**src/hw/rtl/assert_macros.svh**
```systemverilog
// Assertion macros shared by the RTL of the UTF-8 decode block.
// Every macro samples on clk_i and is disabled while rst_ni is low.
`ifndef ASSERT_MACROS_SVH
`define ASSERT_MACROS_SVH

// Condition that must hold at every clock edge
`define ASSERT_ALWAYS(lbl, cond, msg) \
  lbl: assert property (@(posedge clk_i) disable iff (!rst_ni) (cond)) else $error(msg);

// Condition that implies a consequence on the next clock edge
`define ASSERT_NEXT(lbl, pre, post, msg) \
  lbl: assert property (@(posedge clk_i) disable iff (!rst_ni) (pre) |=> (post)) else $error(msg);

`endif

```
**src/hw/rtl/udh_pkg.sv**
```systemverilog
// Package of the UTF-8 decode block: command codes, event type, state enum
// and the Unicode block bound ROM. No dependencies.
package udh_pkg;

  localparam logic [1:0] CMD_DATA  = 2'd0;
  localparam logic [1:0] CMD_READ  = 2'd1;
  localparam logic [1:0] CMD_CLEAR = 2'd2;

  localparam int unsigned QDEPTH   = 4;
  localparam int unsigned ROM_SIZE = 166;
  localparam logic [20:0] CP_TOP   = 21'h1fffff;

  typedef enum logic [1:0] {EV_DATA, EV_READ, EV_CLEAR} ev_kind_e;

  typedef enum logic [1:0] {ST_IDLE, ST_SEARCH, ST_READ, ST_UPD} udh_state_e;

  typedef struct packed {
    ev_kind_e    kind;
    logic [20:0] cp;
    logic        valid;
    logic [2:0]  bytes;
    logic [7:0]  idx;
    logic        last;
  } udh_ev_t;

  localparam logic [20:0] BOUND_ROM [ROM_SIZE] = '{
    21'h0, 21'h1f, 21'h7f, 21'hff, 21'h17f, 21'h24f, 21'h2af, 21'h2ff, 21'h36f, 21'h3ff,
    21'h4ff, 21'h52f, 21'h58f, 21'h5ff, 21'h6ff, 21'h74f, 21'h77f, 21'h7bf, 21'h7ff,
    21'h83f, 21'h85f, 21'h89f, 21'h8ff, 21'h97f, 21'h9ff, 21'ha7f, 21'haff, 21'hb7f,
    21'hbff, 21'hc7f, 21'hcff, 21'hd7f, 21'hdff, 21'he7f, 21'heff, 21'hfff, 21'h109f,
    21'h10ff, 21'h11ff, 21'h137f, 21'h139f, 21'h13ff, 21'h167f, 21'h169f, 21'h16ff,
    21'h171f, 21'h173f, 21'h175f, 21'h177f, 21'h17ff, 21'h18af, 21'h18ff, 21'h194f,
    21'h197f, 21'h19df, 21'h19ff, 21'h1a1f, 21'h1aaf, 21'h1aff, 21'h1b7f, 21'h1bbf,
    21'h1bff, 21'h1c4f, 21'h1c7f, 21'h1cbf, 21'h1ccf, 21'h1cff, 21'h1d7f, 21'h1dbf,
    21'h1dff, 21'h1eff, 21'h1fff, 21'h206f, 21'h209f, 21'h20cf, 21'h20ff, 21'h214f,
    21'h218f, 21'h21ff, 21'h22ff, 21'h23ff, 21'h243f, 21'h245f, 21'h24ff, 21'h257f,
    21'h259f, 21'h25ff, 21'h26ff, 21'h27bf, 21'h27ef, 21'h27ff, 21'h28ff, 21'h297f,
    21'h29ff, 21'h2aff, 21'h2bff, 21'h2c5f, 21'h2c7f, 21'h2cff, 21'h2d2f, 21'h2d7f,
    21'h2ddf, 21'h2dff, 21'h2e7f, 21'h2eff, 21'h2fdf, 21'h2fef, 21'h2fff, 21'h303f,
    21'h309f, 21'h30ff, 21'h312f, 21'h318f, 21'h319f, 21'h31bf, 21'h31ef, 21'h31ff,
    21'h32ff, 21'h33ff, 21'h4dbf, 21'h4dff, 21'h9fff, 21'ha48f, 21'ha4cf, 21'ha4ff,
    21'ha63f, 21'ha69f, 21'ha6ff, 21'ha71f, 21'ha7ff, 21'ha82f, 21'ha83f, 21'ha87f,
    21'ha8df, 21'ha8ff, 21'ha92f, 21'ha95f, 21'ha97f, 21'ha9df, 21'ha9ff, 21'haa5f,
    21'haa7f, 21'haadf, 21'haaff, 21'hab2f, 21'hab6f, 21'habbf, 21'habff, 21'hd7af,
    21'hd7ff, 21'hdb7f, 21'hdbff, 21'hdfff, 21'hf8ff, 21'hfaff, 21'hfb4f, 21'hfdff,
    21'hfe0f, 21'hfe1f, 21'hfe2f, 21'hfe4f, 21'hfe6f, 21'hfeff, 21'hffef, 21'hffff,
    21'h10ffff
  };

  // Bound of one bin; entries past the ROM read as the top of the code space
  function automatic logic [20:0] udh_bound(input logic [7:0] idx);
    logic [20:0] res;
    res = CP_TOP;
    if (32'(idx) < ROM_SIZE) begin
      res = BOUND_ROM[idx];
    end
    return res;
  endfunction

endpackage

```
**src/hw/rtl/udh_fifo.sv**
```systemverilog
// Event queue between the decode front and the counter back end.
// Depends on udh_pkg for the event type and depth.
`include "assert_macros.svh"
module udh_fifo
  import udh_pkg::*;
(
  input  logic    clk_i,
  input  logic    rst_ni,
  input  logic    push_i,
  input  udh_ev_t wdata_i,
  output logic    full_o,
  input  logic    pop_i,
  output udh_ev_t rdata_o,
  output logic    empty_o
);

  localparam int unsigned PW = $clog2(QDEPTH);

  udh_ev_t       buf_q [QDEPTH];
  logic [PW-1:0] wp_q, wp_d, rp_q, rp_d;
  logic [PW:0]   cnt_q, cnt_d;

  assign full_o  = (cnt_q == (PW+1)'(QDEPTH));
  assign empty_o = (cnt_q == '0);
  assign rdata_o = buf_q[rp_q];

  // Advance pointers and fill count
  always_comb begin
    wp_d  = wp_q;
    rp_d  = rp_q;
    cnt_d = cnt_q;
    if (push_i) begin
      wp_d = wp_q + 1'b1;
    end
    if (pop_i) begin
      rp_d = rp_q + 1'b1;
    end
    if (push_i && !pop_i) begin
      cnt_d = cnt_q + 1'b1;
    end else if (pop_i && !push_i) begin
      cnt_d = cnt_q - 1'b1;
    end
  end

  always_ff @(posedge clk_i or negedge rst_ni) begin
    if (!rst_ni) begin
      wp_q  <= '0;
      rp_q  <= '0;
      cnt_q <= '0;
    end else begin
      wp_q  <= wp_d;
      rp_q  <= rp_d;
      cnt_q <= cnt_d;
    end
  end

  // Store pushed event
  always_ff @(posedge clk_i) begin
    if (push_i) begin
      buf_q[wp_q] <= wdata_i;
    end
  end

  `ASSERT_ALWAYS(a_fifo_no_ovf, !(push_i && full_o), "event pushed into full queue")
  `ASSERT_ALWAYS(a_fifo_no_udf, !(pop_i && empty_o), "event popped from empty queue")

endmodule

```
**config.mk**
```make
export PLATFORM = sky130hd
export DESIGN_NAME = udh_fifo
export DESIGN_NICKNAME = d
export VERILOG_FILES = /design/src/hw/rtl/udh_pkg.sv /design/src/hw/rtl/udh_fifo.sv
export VERILOG_INCLUDE_DIRS = /design/src /design/src/hw/rtl
export SDC_FILE = /design/constraint.sdc
export NUM_CORES = 1
export LEC_CHECK = 0
export CORE_MARGIN = 2
export CORE_UTILIZATION = 45
export DETAILED_ROUTE_END_ITERATION = 8
export DONT_BUFFER_PORTS = 1
export PLACE_DENSITY = 0.63
export REMOVE_ABC_BUFFERS = 1
export SLEW_MARGIN = 30
export SYNTH_ARGS = -nofsm -noshare
export SYNTH_HDL_FRONTEND = slang
export SYNTH_SLANG_ARGS = --single-unit
```
**constraint.sdc**
```tcl
create_clock -name clk_i -period 1.9 [get_ports clk_i]
set_input_delay 0.19 -clock clk_i [delete_from_list [all_inputs] [get_ports clk_i]]
set_output_delay 0.19 -clock clk_i [all_outputs]
set_load 0.1 [all_outputs]
```
Yosys cells after proc, flatten, opt, wreduce, memory -nomap -nowiden
Memory sizes are Yosys's and may differ from the RTL's. Cells that the tools add are included.

Flip-flop bits (word level): 7. Bits in writable memories: 144. Input port bits: 40. Output and inout bits: 38. Memories kept: 1.

Add/sub/neg operators: 4. Equality and inequality tests: 1. Multiplexer cells: 4. Reduce and logical (&&, ||, !) cells: 6.

Memory list: buf_q (depth 4, bits a word 36, read ports 1, clocked after memory_dff 0, wr ports 1, RTL line udh_fifo.sv:19) `udh_ev_t buf_q [QDEPTH];`.

Operators by type and width (number): 2-to-1 mux 3 bit (2); adder 2 x 1 -> 2 bit, second input constant (2); adder 3 x 1 -> 3 bit, second input constant (1); == test 3 bit, second input constant (1); zero test 3 bit (1); subtractor 3 x 1 -> 3 bit, second input constant (1); logical AND 1 bit (2); zero test 1 bit (2); 2-to-1 mux 1 bit (2); nonzero test 2 bit (1).

Logic depth before layout (Yosys ltp)
Word-level depth: 4. Depth in mapped cells: 7. Mapped depth without buffers: 7.

Worst setup path before layout
OpenSTA, ideal clock, no wires.

Path kind: flip-flop to output port. Start point: register cnt_q[0]. End point: output full_o. Data arrival time: 2653 ps. Slack: -943 ps. Cell stages (with the launch flop): 2. Cells stage by stage: dfrtp_1 > nor3b_1.

Longest elaborated chain between the ends: 1.

RTL lines: start, declared (RTL line udh_fifo.sv:21) `logic [PW:0] cnt_q, cnt_d;`; start signal, assigned (RTL line udh_fifo.sv:53) `cnt_q <= cnt_d;`; == test 3 bit (RTL line udh_fifo.sv:23) `assign full_o = (cnt_q == (PW+1)'(QDEPTH));`; end, declared (RTL line udh_fifo.sv:11) `output logic full_o,`.

No other way between the ends.

==> results.md <==
- Synth area leader: edfxtp_1
- Minimum clock period: 2.02 ns
- Clock Root Buffer: clkbuf_16
- Placed Cells: 432
- Top Family by Delay on Critical Path: multiplexers
- WHS Endpoint: cnt_q[0]
- Final Non-Filler Cells: 511
- Worst slack, placed: between 0.2 and 0.3 ns
- Tcrit/Tclk final: 107%
- Die area: 13,400 um^2
- Warnings, synthesis: 0
- CP Launch Type: flop
- Row count: 40
- Post-route setup TNS: -3.33 ns
- Max Cap Viol: 0
- Post-synthesis compound-gate area fraction: 0.0893%
- NumNets Final: approximately 380
- Remaining DRCs: 0
- Vias in the first global route: 2,794
- Crit-path cells: buf_4, clkbuf_16, mux4_2, buf_12
- Seq/Total Area, Yosys: approximately 80%
- Worst Tran Pin Value: 0.354 ns
- Antenna violations before repair: 0
- Largest stage delay, worst path: ~0.55 ns
- CP arrival: between 1.5 and 2 ns
- Area occupied by multi-input gates: a little over 1000 um^2
- Register area: about 4500 um^2
- First-pass GRT wire length: 15,400 um
- Hold Path Class: in -> reg
- Clock Tree Buf Depth: 2
- Largest family of logic cells by synthesized area: multiplexers
- FILL cells: 803
- Multiplexer share of the synthesized area: approximately 15%
- Unique cell type count in the Yosys netlist: 19
- HP Start: push_i
- # port buffers: 0
- Syn Std Cell Area: 5600 um^2
- Largest net degree at the start of global routing: 29
- First drt pass iteration count: 4
- Critical path buffers and inverters: 3
- Final setup viols: 36
- CTS tree: built
- Die height: roughly 120 um
- Antenna Violating Nets Remaining: 0
- Syn Area/Cell: 25.2 um^2
- Detailed Route WL: 10,200 um
- Synth cell count leaders: edfxtp_1, mux4_2, dfrtp_1, ha_1
- Worst R2R Start: cnt_q[0]
- Worst setup margin: -0.124 ns
- Slowest cell on crit path: mux4_2
- GRT Overall Usage: between 10% and 20%
- Simple logic cell fraction of the synthesized area: less than 1%
- Status: finished, violations left
- Synth Instances: between 200 and 250
- Failing checks: setup timing
- Core box area: around 12,000 um^2
- Post-detail-place hpwl: 5720 um
- Synth Flop Type: edfxtp_1
- Max Transition Viols Final: 0
- TritonCTS Buffers: 17
- Number of I/O pins: 78
- Synthesized-area fraction occupied by adder cells: between 1 and 1.5%
- Unrepaired setup endpoints after global routing: yes
- Clk slew on worst S/H paths: 0.06 ns
- Via count: 2,593
- Post-synthesis xor/xnor area fraction: less than 1%
- Critical-path maximum fanout: 5
- Clock Latency Late Sink: roughly 0.41 ns
- Worst Path Required: 1.71 ns
- Post-DR vias/cell: 5.07
- R2R depth: 4
- Seq cells post-synth: between 150 and 200
- Clock Skews: 0.00682 ns
- WHS Path Cells: 2
- WS Path Type: reg -> out
- Share of the synthesized area in the top cell type: 77.2%
- Grt ovf: 0
- Critical Path Sink Type: output port
- FF-to-FF End: cnt_q[2]
- Share of layout cells above drive strength 1: a little under two fifths
- Largest cells by area after synthesis: edfxtp_1, mux4_2, dfrtp_1
- Final Hold Viols: 0
- N_diodes: 0
- Max_slew headroom: approximately 76%
- R2R setup slack: between 0.4 and 0.5 ns
- Die W: ~120 um
- DRT iter0 DRCs: about 160
- H-tree depth: 4
- Top-count cell post-synth: edfxtp_1
- Fmax: 494 MHz
- Synth-to-layout area growth: 39.1%
- Routability cong.: roughly 0.64
- Per-cell routed wire length: 20.0 um
- Post-synth EDFFs: approximately 140
- Number of clock sinks: approximately 150
- Async set-or-reset flop fraction in the synthesized netlist: under 10%
- Initial Utilization: a little under half
## worst max-delay path by stage
stage	start	slack, ns	cells after the start	end
4_1_cts	rp_q[0]	-0.17	3	rdata_o[14]
3_3_place_gp	rp_q[0]	0.30	3	rdata_o[4]
6_report	rp_q[0]	-0.12	4	rdata_o[15]
2_1_floorplan	cnt_q[0]	-0.94	1	full_o
3_5_place_dp	rp_q[0]	0.29	3	rdata_o[4]
5_1_grt	rp_q[0]	-0.18	4	rdata_o[15]
## registers in the layout (all words and copies together) (netlist names)
register,flops
rp_q,2
buf_q,144
wp_q,2
cnt_q,3
## metal layers
| metal | track usage (%) | part of all wire, % | vias to the layer above |
|---|---|---|---|
| li1 | - | - | 1155 |
| met1 | 19.2 | 40 | 1350 |
| met4 | 5.54 | 0.49 | 0 |
| met5 | 0 | 0 | - |
| met2 | 27.7 | 54 | 83 |
| met3 | 6.64 | 6.2 | 5 |
## per-stage QoR
step | instance area (um^2) | hold slack, ns | util, %
2_1_floorplan | 5530 | -0.106 | -
4_1_cts | 7680 | 0.0484 | 63.7
6_report | 7790 | 0.0728 | 64.6
3_5_place_dp | 6690 | -0.105 | 55.5
5_1_grt | 7790 | 0.0710 | 64.6
3_3_place_gp | 6690 | -0.105 | 55.5
## repair_timing
| item | in CTS | in global routing |
|---|---|---|
| cloned | 0 | 4 |
| setup endpoints to repair | 36 | 36 |
| setup buffers | 1 | 3 |
| hold buffers | 39 | 0 |
| endpoints found under the hold margin | 155 | 0 |
| gates resized for setup | 0 | 1 |
## worst register-to-register path, stage by stage (launching register included)
cell and delay [ns]:
dfrtp_1 0.46, fa_1 0.48, xor2_1 0.18, nor2_1 0.12, xor2_1 0.15
## cells in the final DEF (no fill, tap or decap)
cell type | Yosys | layout
and2_2 | 0 | 4
buf_12 | 2 | 42
buf_4 | 1 | 10
buf_8 | 0 | 1
bufinv_16 | 0 | 4
clkbuf_1 | 0 | 3
clkbuf_16 | 0 | 22
clkinv_1 | 0 | 5
clkinv_2 | 0 | 2
clkinv_4 | 0 | 1
dfrtp_1 | 7 | 5
dfrtp_2 | 0 | 2
dlygate4sd3_1 | 0 | 39
edfxtp_1 | 144 | 144
fa_1 | 1 | 1
ha_1 | 5 | 5
inv_1 | 4 | 4
mux2_2 | 1 | 1
mux4_2 | 36 | 36
nand2_1 | 2 | 2
nor2_1 | 1 | 1
nor3_2 | 0 | 1
nor3b_2 | 0 | 1
o21ai_0 | 1 | 1
xnor2_1 | 2 | 2
xor2_1 | 4 | 4
## logic make-up (layout without fill, tap and decap cells)
family / after synthesis / in the layout
AOI/OAI and AO/OA: 1 / 1
buffers and inverters: 12 / 133
adders and majority gates: 6 / 6
xor gates and xnor gates: 6 / 6
muxes: 37 / 37
DFF: 151 / 151
and+or+nand+nor: 9 / 9
## final cells by class
| cell class | count | area share [%] |
|---|---|---|
| Clock buffer | 20 | 5.60 |
| Clock inverter | 12 | 2.02 |
| Inverter | 4 | 0.193 |
| Multi-Input combinational cell | 59 | 13.2 |
| Sequential cell | 151 | 57.8 |
| Tap cell | 168 | 2.70 |
| Timing Repair Buffer | 97 | 18.6 |
Power is left out: the tool's default activity adds up to more than one toggle a clock period on the data nets, which glitch-free logic cannot reach.
