`config.mk`:
```
export PLATFORM = sky130hd
export DESIGN_NAME = udh_front_flat
export DESIGN_NICKNAME = d
export VERILOG_FILES = /design/src/hw/rtl/udh_pkg.sv /design/src/hw/rtl/udh_if.sv /design/src/hw/rtl/udh_front.sv /design/src/flat_wrapper.sv
export VERILOG_INCLUDE_DIRS = /design/src /design/src/hw/rtl
export SDC_FILE = /design/constraint.sdc
export NUM_CORES = 1
export LEC_CHECK = 0
export BUFFER_PORTS_ARGS = -buffer_cell sky130_fd_sc_hd__buf_2
export CAP_MARGIN = 20
export CORE_MARGIN = 1
export CORE_UTILIZATION = 51
export DETAILED_ROUTE_END_ITERATION = 8
export PLACE_DENSITY_LB_ADDON = 0.15
export SYNTH_ARGS = -nofsm -noshare
export SYNTH_HDL_FRONTEND = slang
export SYNTH_SLANG_ARGS = --single-unit
```
`constraint.sdc`:
```
create_clock -name clk_i -period 16.9 [get_ports clk_i]
set_clock_uncertainty 0.2 [all_clocks]
set_input_delay 0.845 -clock clk_i [delete_from_list [all_inputs] [get_ports clk_i]]
set_output_delay 0.845 -clock clk_i [all_outputs]
set_load 0.02 [all_outputs]
```
`src/hw/rtl/assert_macros.svh`:
```
// Assertion macros shared by the RTL of the UTF-8 decode block.
// Every macro samples on clk_i and is disabled while rst_ni is low.
`ifndef ASSERT_MACROS_SVH
`define ASSERT_MACROS_SVH

// Condition that must hold at every clock edge
`define ASSERT_ALWAYS(lbl, cond, msg) \
  lbl: assert property (@(posedge clk_i) disable iff (!rst_ni) (cond)) else $error(msg);

// Condition that implies a consequence on the next clock edge
`define ASSERT_NEXT(lbl, pre, post, msg) \
  lbl: assert property (@(posedge clk_i) disable iff (!rst_ni) (pre) |=> (post)) else $error(msg);

`endif

```
`src/hw/rtl/udh_pkg.sv`:
```
// Package of the UTF-8 decode block: command codes, event type, state enum
// and the Unicode block bound ROM. No dependencies.
package udh_pkg;

  localparam logic [1:0] CMD_DATA  = 2'd0;
  localparam logic [1:0] CMD_READ  = 2'd1;
  localparam logic [1:0] CMD_CLEAR = 2'd2;

  localparam int unsigned QDEPTH   = 4;
  localparam int unsigned ROM_SIZE = 166;
  localparam logic [20:0] CP_TOP   = 21'h1fffff;

  typedef enum logic [1:0] {EV_DATA, EV_READ, EV_CLEAR} ev_kind_e;

  typedef enum logic [1:0] {ST_IDLE, ST_SEARCH, ST_READ, ST_UPD} udh_state_e;

  typedef struct packed {
    ev_kind_e    kind;
    logic [20:0] cp;
    logic        valid;
    logic [2:0]  bytes;
    logic [7:0]  idx;
    logic        last;
  } udh_ev_t;

  localparam logic [20:0] BOUND_ROM [ROM_SIZE] = '{
    21'h0, 21'h1f, 21'h7f, 21'hff, 21'h17f, 21'h24f, 21'h2af, 21'h2ff, 21'h36f, 21'h3ff,
    21'h4ff, 21'h52f, 21'h58f, 21'h5ff, 21'h6ff, 21'h74f, 21'h77f, 21'h7bf, 21'h7ff,
    21'h83f, 21'h85f, 21'h89f, 21'h8ff, 21'h97f, 21'h9ff, 21'ha7f, 21'haff, 21'hb7f,
    21'hbff, 21'hc7f, 21'hcff, 21'hd7f, 21'hdff, 21'he7f, 21'heff, 21'hfff, 21'h109f,
    21'h10ff, 21'h11ff, 21'h137f, 21'h139f, 21'h13ff, 21'h167f, 21'h169f, 21'h16ff,
    21'h171f, 21'h173f, 21'h175f, 21'h177f, 21'h17ff, 21'h18af, 21'h18ff, 21'h194f,
    21'h197f, 21'h19df, 21'h19ff, 21'h1a1f, 21'h1aaf, 21'h1aff, 21'h1b7f, 21'h1bbf,
    21'h1bff, 21'h1c4f, 21'h1c7f, 21'h1cbf, 21'h1ccf, 21'h1cff, 21'h1d7f, 21'h1dbf,
    21'h1dff, 21'h1eff, 21'h1fff, 21'h206f, 21'h209f, 21'h20cf, 21'h20ff, 21'h214f,
    21'h218f, 21'h21ff, 21'h22ff, 21'h23ff, 21'h243f, 21'h245f, 21'h24ff, 21'h257f,
    21'h259f, 21'h25ff, 21'h26ff, 21'h27bf, 21'h27ef, 21'h27ff, 21'h28ff, 21'h297f,
    21'h29ff, 21'h2aff, 21'h2bff, 21'h2c5f, 21'h2c7f, 21'h2cff, 21'h2d2f, 21'h2d7f,
    21'h2ddf, 21'h2dff, 21'h2e7f, 21'h2eff, 21'h2fdf, 21'h2fef, 21'h2fff, 21'h303f,
    21'h309f, 21'h30ff, 21'h312f, 21'h318f, 21'h319f, 21'h31bf, 21'h31ef, 21'h31ff,
    21'h32ff, 21'h33ff, 21'h4dbf, 21'h4dff, 21'h9fff, 21'ha48f, 21'ha4cf, 21'ha4ff,
    21'ha63f, 21'ha69f, 21'ha6ff, 21'ha71f, 21'ha7ff, 21'ha82f, 21'ha83f, 21'ha87f,
    21'ha8df, 21'ha8ff, 21'ha92f, 21'ha95f, 21'ha97f, 21'ha9df, 21'ha9ff, 21'haa5f,
    21'haa7f, 21'haadf, 21'haaff, 21'hab2f, 21'hab6f, 21'habbf, 21'habff, 21'hd7af,
    21'hd7ff, 21'hdb7f, 21'hdbff, 21'hdfff, 21'hf8ff, 21'hfaff, 21'hfb4f, 21'hfdff,
    21'hfe0f, 21'hfe1f, 21'hfe2f, 21'hfe4f, 21'hfe6f, 21'hfeff, 21'hffef, 21'hffff,
    21'h10ffff
  };

  // Bound of one bin; entries past the ROM read as the top of the code space
  function automatic logic [20:0] udh_bound(input logic [7:0] idx);
    logic [20:0] res;
    res = CP_TOP;
    if (32'(idx) < ROM_SIZE) begin
      res = BOUND_ROM[idx];
    end
    return res;
  endfunction

endpackage

```
`src/hw/rtl/udh_if.sv`:
```
// Channel interfaces of the UTF-8 decode block: input item and result item.
// Depends on nothing but the port widths of the block.
interface udh_in_if;
  logic       valid;
  logic       ready;
  logic [1:0] cmd;
  logic [7:0] data_byte;
  logic       last_of_word;
  logic [7:0] counter_index;

  modport source (output valid, cmd, data_byte, last_of_word, counter_index, input ready);
  modport sink   (input valid, cmd, data_byte, last_of_word, counter_index, output ready);
endinterface


```
`src/hw/rtl/udh_front.sv`:
```
// Decode front: accepts input items, runs the UTF-8 sequence state and
// expands each item into up to four events. Depends on udh_pkg, udh_if.
`include "assert_macros.svh"
module udh_front
  import udh_pkg::*;
(
  input  logic    clk_i,
  input  logic    rst_ni,
  udh_in_if.sink  in_i,
  output logic    push_o,
  output udh_ev_t ev_o,
  input  logic    full_i
);

  logic [23:0] pb_q, pb_d;
  logic [1:0]  pc_q, pc_d;
  udh_ev_t     ev_q [4];
  udh_ev_t     evs  [4];
  logic [2:0]  rem_q, rem_d, n;
  logic [1:0]  rd_q, rd_d;
  logic        accept;
  logic        start;
  logic        ok;
  logic [7:0]  lead, b;
  logic [2:0]  need;

  function automatic udh_ev_t mk_ev(input ev_kind_e kind, input logic [20:0] cp,
                                    input logic valid, input logic [2:0] bytes,
                                    input logic [7:0] idx);
    udh_ev_t e;
    e.kind  = kind;
    e.cp    = cp;
    e.valid = valid;
    e.bytes = bytes;
    e.idx   = idx;
    e.last  = 1'b0;
    return e;
  endfunction

  assign push_o     = (rem_q != '0) && !full_i;
  assign ev_o       = ev_q[rd_q];
  assign in_i.ready = (rem_q == '0) || ((rem_q == 3'd1) && push_o);
  assign accept     = in_i.valid && in_i.ready;
  assign b          = in_i.data_byte;
  assign lead       = pb_q[7:0];

  // Expand the item into events and next sequence state
  always_comb begin
    evs   = '{default: '0};
    n     = '0;
    pb_d  = pb_q;
    pc_d  = pc_q;
    start = 1'b0;
    ok    = 1'b0;
    need  = (lead < 8'he0) ? 3'd2 : ((lead < 8'hf0) ? 3'd3 : 3'd4);
    case (in_i.cmd)
      CMD_DATA: begin
        if (pc_q == '0) begin
          start = 1'b1;
        end else begin
          ok = (b & 8'hc0) == 8'h80;
          if (pc_q == 2'd1) begin
            if (lead == 8'he0 && b < 8'ha0) ok = 1'b0;
            if (lead == 8'hf0 && b < 8'h90) ok = 1'b0;
            if (lead == 8'hf4 && b >= 8'h90) ok = 1'b0;
          end
          if (!ok) begin
            // Broken sequence: drop buffered bytes as invalid, restart on b
            for (int k = 0; k < 3; k++) begin
              if (2'(k) < pc_q) begin
                evs[n[1:0]] = mk_ev(EV_DATA, {13'h0, pb_q[8*k +: 8]}, 1'b0, 3'd1, 8'h0);
                n = n + 3'd1;
              end
            end
            pb_d  = '0;
            pc_d  = '0;
            start = 1'b1;
          end else if ((3'(pc_q) + 3'd1) < need) begin
            pb_d[8*pc_q +: 8] = b;
            pc_d = pc_q + 2'd1;
          end else begin
            case (need)
              3'd2: evs[n[1:0]] = mk_ev(EV_DATA, {10'h0, lead[4:0], b[5:0]}, 1'b1,
                                        3'd2, 8'h0);
              3'd3: evs[n[1:0]] = mk_ev(EV_DATA, {5'h0, lead[3:0], pb_q[13:8], b[5:0]},
                                        1'b1, 3'd3, 8'h0);
              default: evs[n[1:0]] = mk_ev(EV_DATA,
                                           {lead[2:0], pb_q[13:8], pb_q[21:16], b[5:0]},
                                           1'b1, 3'd4, 8'h0);
            endcase
            n    = n + 3'd1;
            pb_d = '0;
            pc_d = '0;
          end
        end
        if (start) begin
          if (b < 8'h80) begin
            evs[n[1:0]] = mk_ev(EV_DATA, {13'h0, b}, 1'b1, 3'd1, 8'h0);
            n = n + 3'd1;
          end else if (b < 8'hc2 || b > 8'hf4) begin
            evs[n[1:0]] = mk_ev(EV_DATA, {13'h0, b}, 1'b0, 3'd1, 8'h0);
            n = n + 3'd1;
          end else begin
            pb_d = {16'h0, b};
            pc_d = 2'd1;
          end
        end
        // Word ends with a sequence open: flush it as invalid bytes
        if (in_i.last_of_word && pc_d != '0) begin
          for (int k = 0; k < 3; k++) begin
            if (2'(k) < pc_d) begin
              evs[n[1:0]] = mk_ev(EV_DATA, {13'h0, pb_d[8*k +: 8]}, 1'b0, 3'd1, 8'h0);
              n = n + 3'd1;
            end
          end
          pb_d = '0;
          pc_d = '0;
        end
        if (n != '0) begin
          evs[n[1:0] - 2'd1].last = 1'b1;
        end
      end
      CMD_READ: begin
        evs[0]      = mk_ev(EV_READ, '0, 1'b0, 3'd0, in_i.counter_index);
        evs[0].last = 1'b1;
        n           = 3'd1;
      end
      CMD_CLEAR: begin
        evs[0] = mk_ev(EV_CLEAR, '0, 1'b0, 3'd0, 8'h0);
        n      = 3'd1;
      end
      default: begin
        n = '0;
      end
    endcase
  end

  // Load the event buffer on accept, else drain one per cycle while the queue is not full
  always_comb begin
    rem_d = rem_q;
    rd_d  = rd_q;
    if (accept) begin
      rem_d = n;
      rd_d  = '0;
    end else if (push_o) begin
      rem_d = rem_q - 3'd1;
      rd_d  = rd_q + 2'd1;
    end
  end

  always_ff @(posedge clk_i or negedge rst_ni) begin
    if (!rst_ni) begin
      pb_q  <= '0;
      pc_q  <= '0;
      rem_q <= '0;
      rd_q  <= '0;
    end else begin
      rem_q <= rem_d;
      rd_q  <= rd_d;
      if (accept) begin
        pb_q <= pb_d;
        pc_q <= pc_d;
      end
    end
  end

  always_ff @(posedge clk_i) begin
    if (accept) begin
      ev_q <= evs;
    end
  end

  `ASSERT_ALWAYS(a_rem_bound, rem_q <= 3'd4, "event buffer holds more than four events")

endmodule

```
`src/flat_wrapper.sv`:
```
// flat-port wrapper written by rule: the top's interface ports become plain ports
module udh_front_flat import udh_pkg::*;
  (clk_i, rst_ni, push_o, ev_o, full_i, in_i_valid, in_i_cmd, in_i_data_byte, in_i_last_of_word, in_i_counter_index, in_i_ready);
  udh_in_if in_i_i ();
  input  logic clk_i;
  input  logic rst_ni;
  output logic push_o;
  output udh_ev_t ev_o;
  input  logic full_i;
  input wire logic [$bits(in_i_i.valid)-1:0] in_i_valid;
  input wire logic [$bits(in_i_i.cmd)-1:0] in_i_cmd;
  input wire logic [$bits(in_i_i.data_byte)-1:0] in_i_data_byte;
  input wire logic [$bits(in_i_i.last_of_word)-1:0] in_i_last_of_word;
  input wire logic [$bits(in_i_i.counter_index)-1:0] in_i_counter_index;
  output wire logic [$bits(in_i_i.ready)-1:0] in_i_ready;
  assign in_i_i.valid = in_i_valid;
  assign in_i_i.cmd = in_i_cmd;
  assign in_i_i.data_byte = in_i_data_byte;
  assign in_i_i.last_of_word = in_i_last_of_word;
  assign in_i_i.counter_index = in_i_counter_index;
  assign in_i_ready = in_i_i.ready;
  udh_front u_core (.clk_i(clk_i), .rst_ni(rst_ni), .in_i(in_i_i), .push_o(push_o), .ev_o(ev_o), .full_i(full_i));
endmodule
```
== Word-level counts from Yosys, hierarchy flattened ==
Index checks and enable logic that the tools add are counted.

* Bits in registers: 175
* Latch bits: 0
* RAM bits: 0
* Bits in read-only memories: 0
* Bits of input ports: 23
* Output and inout port bits: 38
* Word-level logic and storage cells: 230
* Memories kept: 0

* $add $sub $neg: 12
* Multiply operators: 0
* Div/mod/pow operators: 0
* Magnitude comparators: 30
* Eq/ne operators: 10
* Shifts and indexed selects: 2
* Multiplexer cells: 114
* Bitwise gates (word level): 8
* Reductions and logical operators: 26

{| class="wikitable"
|+ Operators with widths
! operator !! number
|-
| $mux W144 || 21
|-
| $bwmux W144 || 8
|-
| $demux W36 S2 || 7
|-
| $mux W36 || 13
|-
| $mux W24 || 8
|-
| $mux W108 || 1
|-
| $pmux W36 S3 || 1
|-
| $mux W3 || 28
|-
| $bmux W36 S2 || 1
|-
| $pmux W34 S2 || 1
|-
| $lt A8 B8 Y1 const B || 6
|-
| $neg A5 Y34 || 1
|-
| $shift A8 B34 Y24 const A || 1
|-
| $shiftx A8 B34 Y24 || 1
|-
| $bwmux W24 || 1
|-
| $eq A8 B8 Y1 const B || 3
|-
| $ge A3 B3 Y1 const B || 8
|-
| $not A2 Y3 || 8
|-
| $lt A3 B1 Y1 const B || 7
|-
| $mux W21 || 1
|-
| $mux W2 || 10
|-
| $add A3 B1 Y3 const B || 6
|-
| $logic_and A1 B1 Y1 || 14
|-
| $mux W1 || 12
|-
| 22 further kinds || 34
|}

== Longest topological paths before layout ==
Gate-level depths: netlist (run 1).

* Depth after elaboration: 47
* Depth in mapped cells: 24
* Depth with buffers taken out: 22

== Worst setup path after synthesis (run 1) ==
Ideal clock, no wire load.

* Kind: flip-flop to flip-flop
* From: register u_core.pc_q[1]
* To: register u_core.ev_q[14] (netlist bit), data pin
* Library setup time: 0.262 ns
* Arrival time: 5.285 ns
* Required time: 16.438 ns
* Slack: 11.153 ns
* Stages on the path, launching flop included: 24
* Path buffers: 2
* Clock period less this slack: 5.747 ns
* Path through: dfrtp_1 clkbuf_1 inv_1 ha_1 ha_1 o21a_1 a2bb2oi_2 o31ai_2 a21oi_1 ha_1 o31ai_1 mux2i_1 ha_1 mux2i_1 ha_1 mux2i_1 inv_1 ha_1 and2_1 and2_1 or3_1 clkbuf_1 a211oi_1 nor3_1

* Word-level cells in the longest chain between the ends: 39
* Elaborated cells between the ends (all ways): 139
* Classes of those cells: add/sub: 10; order compare: 19; eq/ne: 1; shift: 2; mux: 90; bitwise: 7; reduce/logical: 10

{| class="wikitable"
|+ Ends and longest elaborated chain
! element !! RTL line !! RTL
|-
| from (decl) || udh_front.sv:16 || <nowiki>logic [1:0] pc_q, pc_d;</nowiki>
|-
| from (signal assigned) || udh_front.sv:162 || <nowiki>pc_q <= pc_d;</nowiki>
|-
| parallel branches: the longest is 38 deep, another holds $add A3 B1 Y3 || - ||
|-
| $mux W144 (*) || udh_front.sv:119 || <nowiki>if (n != '0) begin</nowiki>
|-
| to (signal assigned) || udh_front.sv:169 || <nowiki>ev_q <= evs;</nowiki>
|-
| to (decl) || udh_front.sv:17 || <nowiki>udh_ev_t ev_q [4];</nowiki>
|}

Every way passes the cells marked *. The select of a mux whose other input is x is not followed.
A chain may end at the register's enable or synchronous reset.

== Worst setup path after layout (run 1) ==
* From: register u_core.pc_q[1]
* To: register u_core.ev_q[56] (netlist bit), data pin

The elaborated chain is that of the path after synthesis.

==> results.md, run 1 <==
- Worst setup margin: between 10 and 15 ns
- Leakage: 2.93 nW
- Netlist cell types: between 70 and 80
- Clock sink count: 100
- WS Path Type: reg -> reg
- Total GRT Usage: ~36%
- Post-synth ARST share: 31.0%
- Unrepaired setup endpoints after global routing: false
- Crit path largest cell delay: about 0.76 ns
- Cells on worst reg2reg path: 20
- Max Clk Rate: ~0.15 GHz
- Reg-to-reg setup timing slack: 10.02 ns
- Post-Syn Instances: 786
- Drt drc: 0
- Global-route wire length before repair: roughly 39 mm
- Routed WL per cell: roughly 26 µm
- Worst path required time: 16.78 ns
- Commonest non-fill, non-tap cell in the layout: nor2_1
- Die area: 15,000 µm²
- Largest net degree at the start of global routing: around 80
- Clock power share: between 20% and 30%
- Power per Cell Area: between 100 and 150 nW/µm²
- Die height: between 100 and 150 µm
- Fraction of layout cells with a size suffix above 1: between 10% and 20%
- Row count: between 40 and 50
- Register area: roughly 2800 µm²
- Core area: between 10,000 and 15,000 µm²
- Net Sw Frac: 42.3%
- Post-synth net total: 841
- # placed instances: about 980
- Synth warn: 0
- Worst r2r dst: u_core.ev_q[56]
- Vias in the first global route: approximately 6.4k
- EDFF count, synth: between 60 and 70
- Vias per cell: 6.91
- Dpl ws: around 10 ns
- Initial core utilization: a little over half
- Worst path top cell family by delay: compound AO/OA/AOI/OAI gates
- DP Wirelength: 19.4 mm
- Multi-input gate area: 4170 µm²
- CTS H-tree lvls: 3
- Crit path buffers/inverters: 2
- Gpl congestion: 1.01
- GR Overflow Total: 0
- Finished Layout Cells: around 1,000
- Antenna violations before repair: 1
- Clock Path Buffers: 2
- Worst slew pin tran: approximately 1.2 ns
- Post-CTS setup buffer count: 0
- P_int: ~0.57 mW
- Setup crit end kind: flip-flop
- Gate power share: about two fifths
- Clk_lat worst skew: ~0.37 ns
- Fillers: 1,244
- Commonest non-fill, non-tap cells in the layout: nor2_1 (79), edfxtp_1 (69), nand2_1 (62)
- Io pins: 61
- CP max stage cell: o31ai_2
- Seq/Total Area, Yosys: around two fifths
- DP Area: a little under 8000 µm²
- Relative slew slack: between 15 and 20%
- ANT nets after route: 0
- CTS tree: yes
- Post_cts resized: 0
- # port buffers: 60
- Crit start category: flip-flop
- Die width: between 100 and 150 µm
- Nets: 864
- Maximum Capacitance Violations: 0
- Post-synthesis cell area: ~7400 µm²
- Net load switching power: roughly 0.42 mW
- Final-report hold violation count: 0
- CP Max Fanout: 18
- Cts hold-fix bufs: 0
- VDD IR max: 0.0574 mV
- Commonest register cell after synthesis: edfxtp_1
- Status: complete, no violations
- Hold Path Depth: 1
- Routed via count: slightly below 7k
- Worst Hold Class: reg -> reg
- FF+latch count, synth: 100
- Critical path, cell by cell: inv_1, ha_1, ha_1, nor4b_4, a2bb2oi_2, o31ai_2, a21oi_1, ha_1, o31ai_1, mux2i_1, ha_1, mux2i_1, ha_1, mux2i_1, inv_1, ha_1, and3_1, o31ai_2, o21a_1, nor3_1
- Cell area after layout: roughly 8000 µm²
- Most frequent CP cell: ha_1
- Final setup TNS: 0 ns
- Clock transition at path regs: about 0.080 ns
- RR Startpoint: u_core.pc_q[1]
- Worst Hold Launch: u_core.pb_q[14]
- Hold Crit Endpoint: u_core.pb_q[14]
- DRT Pass-1 Iters: 5
- Final slew viol count: 0
- Cts bufs inserted: 9
- Final worst path period share: around two fifths
- Sequential share of power: a little under two fifths
- Final setup fails: 0
- P&R area growth vs syn: 8.54%
- Worst Path Arrival: 6.76 ns
- Post-Route WL: roughly 26 mm
- Crit path time final: between 6 and 7 ns
- Mean post-synth cell area: 9.39 µm²
- DRT iter0 DRCs: a little under 1k
- Root buffer cell: clkbuf_16
[worst register-to-register path: stages (launching register included)]
cell and delay [ns]:
dfrtp_1 0.75, inv_1 0.21, ha_1 0.41, ha_1 0.27
nor4b_4 0.29, a2bb2oi_2 0.19, o31ai_2 0.47, a21oi_1 0.14
ha_1 0.32, o31ai_1 0.08, mux2i_1 0.32, ha_1 0.30
mux2i_1 0.32, ha_1 0.30, mux2i_1 0.32, inv_1 0.12
ha_1 0.19, and3_1 0.38, o31ai_2 0.76, o21a_1 0.22
nor3_1 0.05
[final cells by class]
cell class | count | area share [%]
Inverter | 27 | 1.26
Clock inverter | 6 | 0.781
Antenna cell | 1 | 0.0312
Timing Repair Buffer | 70 | 4.68
Multi-Input combinational cell | 601 | 52.0
Tap cell | 180 | 2.81
Sequential cell | 100 | 35.5
Clock buffer | 10 | 2.86
[synthesized netlist by cell type (6+ instances only)]
cell      instances  area share, %
clkbuf_1         36            1.8
mux2i_1          20            2.7
a211oi_1         24            2.4
a311oi_1          7           0.83
dfrtp_1          31             11
o221ai_1          8           0.95
mux4_2           11            3.4
a22o_1           18            2.1
o21ai_0          31            2.1
and2_1           45            3.8
edfxtp_1         69             28
nor2_1           79            4.0
a22oi_1          28            2.8
nand3_1          34            2.3
and3_1            9           0.76
o22ai_1          18            1.5
a21oi_1          39            2.6
or3_1             7           0.59
nor3_1           26            1.8
a221oi_2          6            1.2
ha_1             32            5.4
inv_1            27            1.4
o31a_1            8           0.95
nand2_1          62            3.2
buf_2            12           0.81
[flip-flops by register name (all words and copies together), names as in the netlist]
name and count:
u_core.pc_q 2, u_core.pb_q 24, u_core.rem_q 3, u_core.ev_q 69, u_core.rd_q 2
[metrics by stage]
step | utilization [%] | hold slack [ns] | total power [mW]
global route | 57.3 | 0.369 | 1.03
CTS | 57.2 | 0.333 | 0.973
detailed placement | 55.1 | 0.316 | 0.759
global placement | 55.1 | 0.308 | 0.749
finish | 57.3 | 0.333 | 0.982
floorplan | - | 0.289 | 0.638
[metal layers]
layer | vias to the layer above | wire, µm | part of all wire (%) | GRT usage (%)
met5 | - | 0 | 0 | 0
met4 | 0 | 1390 | 5.3 | 19.1
met3 | 96 | 2660 | 10 | 6.51
met2 | 459 | 11900 | 45 | 56.4
met1 | 3322 | 10300 | 39 | 47.6
li1 | 3003 | - | - | -
[worst max path at each step]
stage	cells after the start	end	startpoint	slack (ns)
6_report	20	u_core.ev_q[56]	u_core.pc_q[1]	10.02
5_1_grt	20	u_core.ev_q[56]	u_core.pc_q[1]	9.53
4_1_cts	20	u_core.ev_q[56]	u_core.pc_q[1]	10.19
3_5_place_dp	20	u_core.ev_q[56]	u_core.pc_q[1]	10.25
2_1_floorplan	23	u_core.ev_q[14]	u_core.pc_q[1]	11.15
3_3_place_gp	20	u_core.ev_q[56]	u_core.pc_q[1]	10.56
[cells by family after synthesis]
kind of cell               Yosys count  synth area share (%)
AOI/OAI and AO/OA                  231                  23.3
adders and majority gates           32                  5.42
muxes                               32                  6.22
xor gates and xnor gates             9                  1.44
buffers and inverters               85                  4.98
and+or+nand+nor                    297                  20.1
DFF                                100                  38.6
[power by group through the flow]
stage               Clock, mW  Sequential (mW)  Combinational [mW]
global route            0.225            0.366               0.437
global placement            0            0.361               0.388
CTS                     0.217            0.360               0.397
finish                  0.217            0.360               0.405
floorplan                   0            0.331               0.307
detailed placement          0            0.364               0.395
Note: power is estimated with default switching activity, not from simulation.
==> run 2, diff against run 1 <==
==> constraint.sdc (replaced) <==
create_clock -name clk_i -period 6.4 [get_ports clk_i]
set_clock_uncertainty 0.2 [all_clocks]
set_input_delay 0.32 -clock clk_i [delete_from_list [all_inputs] [get_ports clk_i]]
set_output_delay 0.32 -clock clk_i [all_outputs]
set_load 0.02 [all_outputs]
==> results.md, run 2 (synthesis gave the netlist of run 1 again) <==
- Fraction of layout cells with a size suffix above 1: between 10% and 20%
- Post-Route M1 WL: ~11 mm
- Total GRT Usage: 36.3%
- Relative slew slack: around a third
- Unrepaired setup endpoints after global routing: false
- Core area: 14,000 µm²
- Die width: 122 µm
- Io pins: just over 60
- Post-CTS setup buffer count: 0
- P&R area growth vs syn: 9.97%
- DRT Pass-1 Iters: 5
- Initial core utilization: a little over half
- Final slew viol count: 0
- ANT nets after route: 0
- Top sig layer: met4
- Final setup fails: 0
- Cts bufs inserted: 9
- Routed via count: slightly below 7k
- Setup crit end kind: flip-flop
- DRT iter0 DRCs: around 910
- Most frequent CP cell: ha_1
- CTS H-tree lvls: 3
- Crit path time final: 6.01 ns
- Largest registers: u_core.ev_q (69), u_core.pb_q (24), u_core.rem_q (3)
- Worst path required time: 6.31 ns
- Max reg flops: around 70
- Final setup TNS: 0 ns
- CTS tree: yes
- Die area: 15,000 µm²
- VDD IR max: 0.186 mV
- Worst path top cell family by delay: adder cells
- Clk_lat worst skew: approximately 0.36 ns
- Vias per cell: around 7
- DP Wirelength: between 15 and 20 mm
- Post-Route WL: ~26 mm
- Crit path largest cell delay: 0.53 ns
- Antenna violations before repair: 1
- Critical path, cell by cell: inv_1, ha_1, ha_1, nor4b_4, a2bb2oi_2, o31ai_2, a21oi_1, ha_1, o31ai_1, mux2i_1, ha_1, mux2i_1, ha_1, mux2i_1, inv_1, ha_1, and2_1, and2_1, or3_1, a211oi_1, nor3_1
- Nets: 878
- Clock sink count: 100
- Crit start category: flip-flop
- CP max stage cell: or3_1
- Maximum Capacitance Violations: 0
- Vias in the first global route: 6,484
- Clock Path Buffers: 2
- Worst Hold Class: in -> reg
- Worst Hold Launch: in_i_counter_index[4]
- Routed WL per cell: about 26 µm
- CP Max Fanout: 8
- Final worst path period share: about 94%
- Drt drc: 0
- Commonest non-fill, non-tap cell in the layout: nor2_1
- Row count: 43
- Die height: between 100 and 150 µm
- Final-report hold violation count: 0
- Worst slew pin tran: roughly 1.0 ns
- Largest net degree at the start of global routing: 79
- # port buffers: 60
- Crit path buffers/inverters: 2
- Fin Hold WS: 0.0430 ns
- Power per Cell Area: ~320 nW/µm²
- Most flops, register: u_core.ev_q
- Leakage: ~3 nW
- WS Path Type: reg -> reg
- Met3 routed WL: approximately 2.4 mm
- CP Launch Point: u_core.pc_q[1]
- Status: complete, no violations
- Max Clk Rate: 0.166 GHz
- Commonest non-fill, non-tap cells in the layout: nor2_1 (79), edfxtp_1 (69), nand2_1 (62)
- Gpl congestion: roughly 0.97
- Global-route wire length before repair: 39.0 mm
- Met2 routed wirelength: roughly 12 mm
- Worst Path Arrival: around 5.9 ns
- RR Startpoint: u_core.pc_q[1]
- Root buffer cell: clkbuf_16
- Clock transition at path regs: around 0.08 ns
- GR Overflow Total: 0
[run 2: cell count changes in the layout (fill, tap and decap cells not counted), sizes merged]
cell         previous run  this run
clkinv                  3         5
buf                    70        82
dlygate4sd3             0         1
bufinv                  1         0
[run 2: cell type report]
class | count | area, µm²
antenna | 1 | 2.50
clock buffer | 9 | 225
clock inverter | 7 | 58.8
fill | 1253 | 5870
inverter | 27 | 101
multi-input combinational | 601 | 4170
sequential | 100 | 2850
tap | 180 | 225
timing repair buffer | 84 | 483
[run 2: path summary, 6_finish.rpt]
| check | endpoint | slack (ns) | cells past startpoint |
|---|---|---|---|
| max | u_core.ev_q[20] | 0.39 | 21 |
| min | u_core.ev_q[113] | 0.04 | 2 |
| max reg2reg | u_core.ev_q[20] | 0.39 | 21 |
| min reg2reg | u_core.pb_q[14] | 0.35 | 1 |
| max in group asynchronous | u_core.pb_q[17] | 4.99 | 2 |
| min in group asynchronous | u_core.rem_q[2] | 0.42 | 2 |
[run 2: repair_timing]
item / CTS / global route
hold endpoints to repair: 31 / 0
gates resized for setup: 0 / 1
setup endpoints to repair: 0 / 8
hold buffers: 1 / 0
[run 2: worst reg2reg max path, stage by stage (launching register included)]
cell and delay (ns):
dfrtp_1 0.43, inv_1 0.14, ha_1 0.38, ha_1 0.26
nor4b_4 0.29, a2bb2oi_2 0.19, o31ai_2 0.47, a21oi_1 0.15
ha_1 0.31, o31ai_1 0.09, mux2i_1 0.28, ha_1 0.30
mux2i_1 0.32, ha_1 0.30, mux2i_1 0.18, inv_1 0.09
ha_1 0.18, and2_1 0.14, and2_1 0.19, or3_1 0.53
a211oi_1 0.27, nor3_1 0.09
[run 2: where the power goes]
| part | switching, mW | leakage [nW] | internal, mW |
|---|---|---|---|
| sequential | 0.104 | 1.08 | 0.817 |
| clock | 0.269 | 0.143 | 0.270 |
| combinational | 0.740 | 1.78 | 0.389 |
| total | 1.11 | 3.00 | 1.48 |
[run 2: stage by stage]
stage                     util, %  worst slack, ns  total power [mW]  std cells  cell area (µm²)
after detailed placement     55.8            0.413              2.04        989             7800
after global placement       55.8            0.659              2.01        989             7800
final                        58.0            0.385              2.59       1009             8120
after global routing         58.0          0.00168              2.71       1008             8120
after CTS                    57.9            0.400              2.57       1006             8100
after floorplan                 -            0.653              1.68        786             7380
[run 2: metal layers]
metal | GRT usage [%] | vias up
li1 | - | 3044
met1 | 47.7 | 3347
met2 | 57.7 | 451
met3 | 5.81 | 85
met4 | 18.4 | 0
met5 | 0 | -
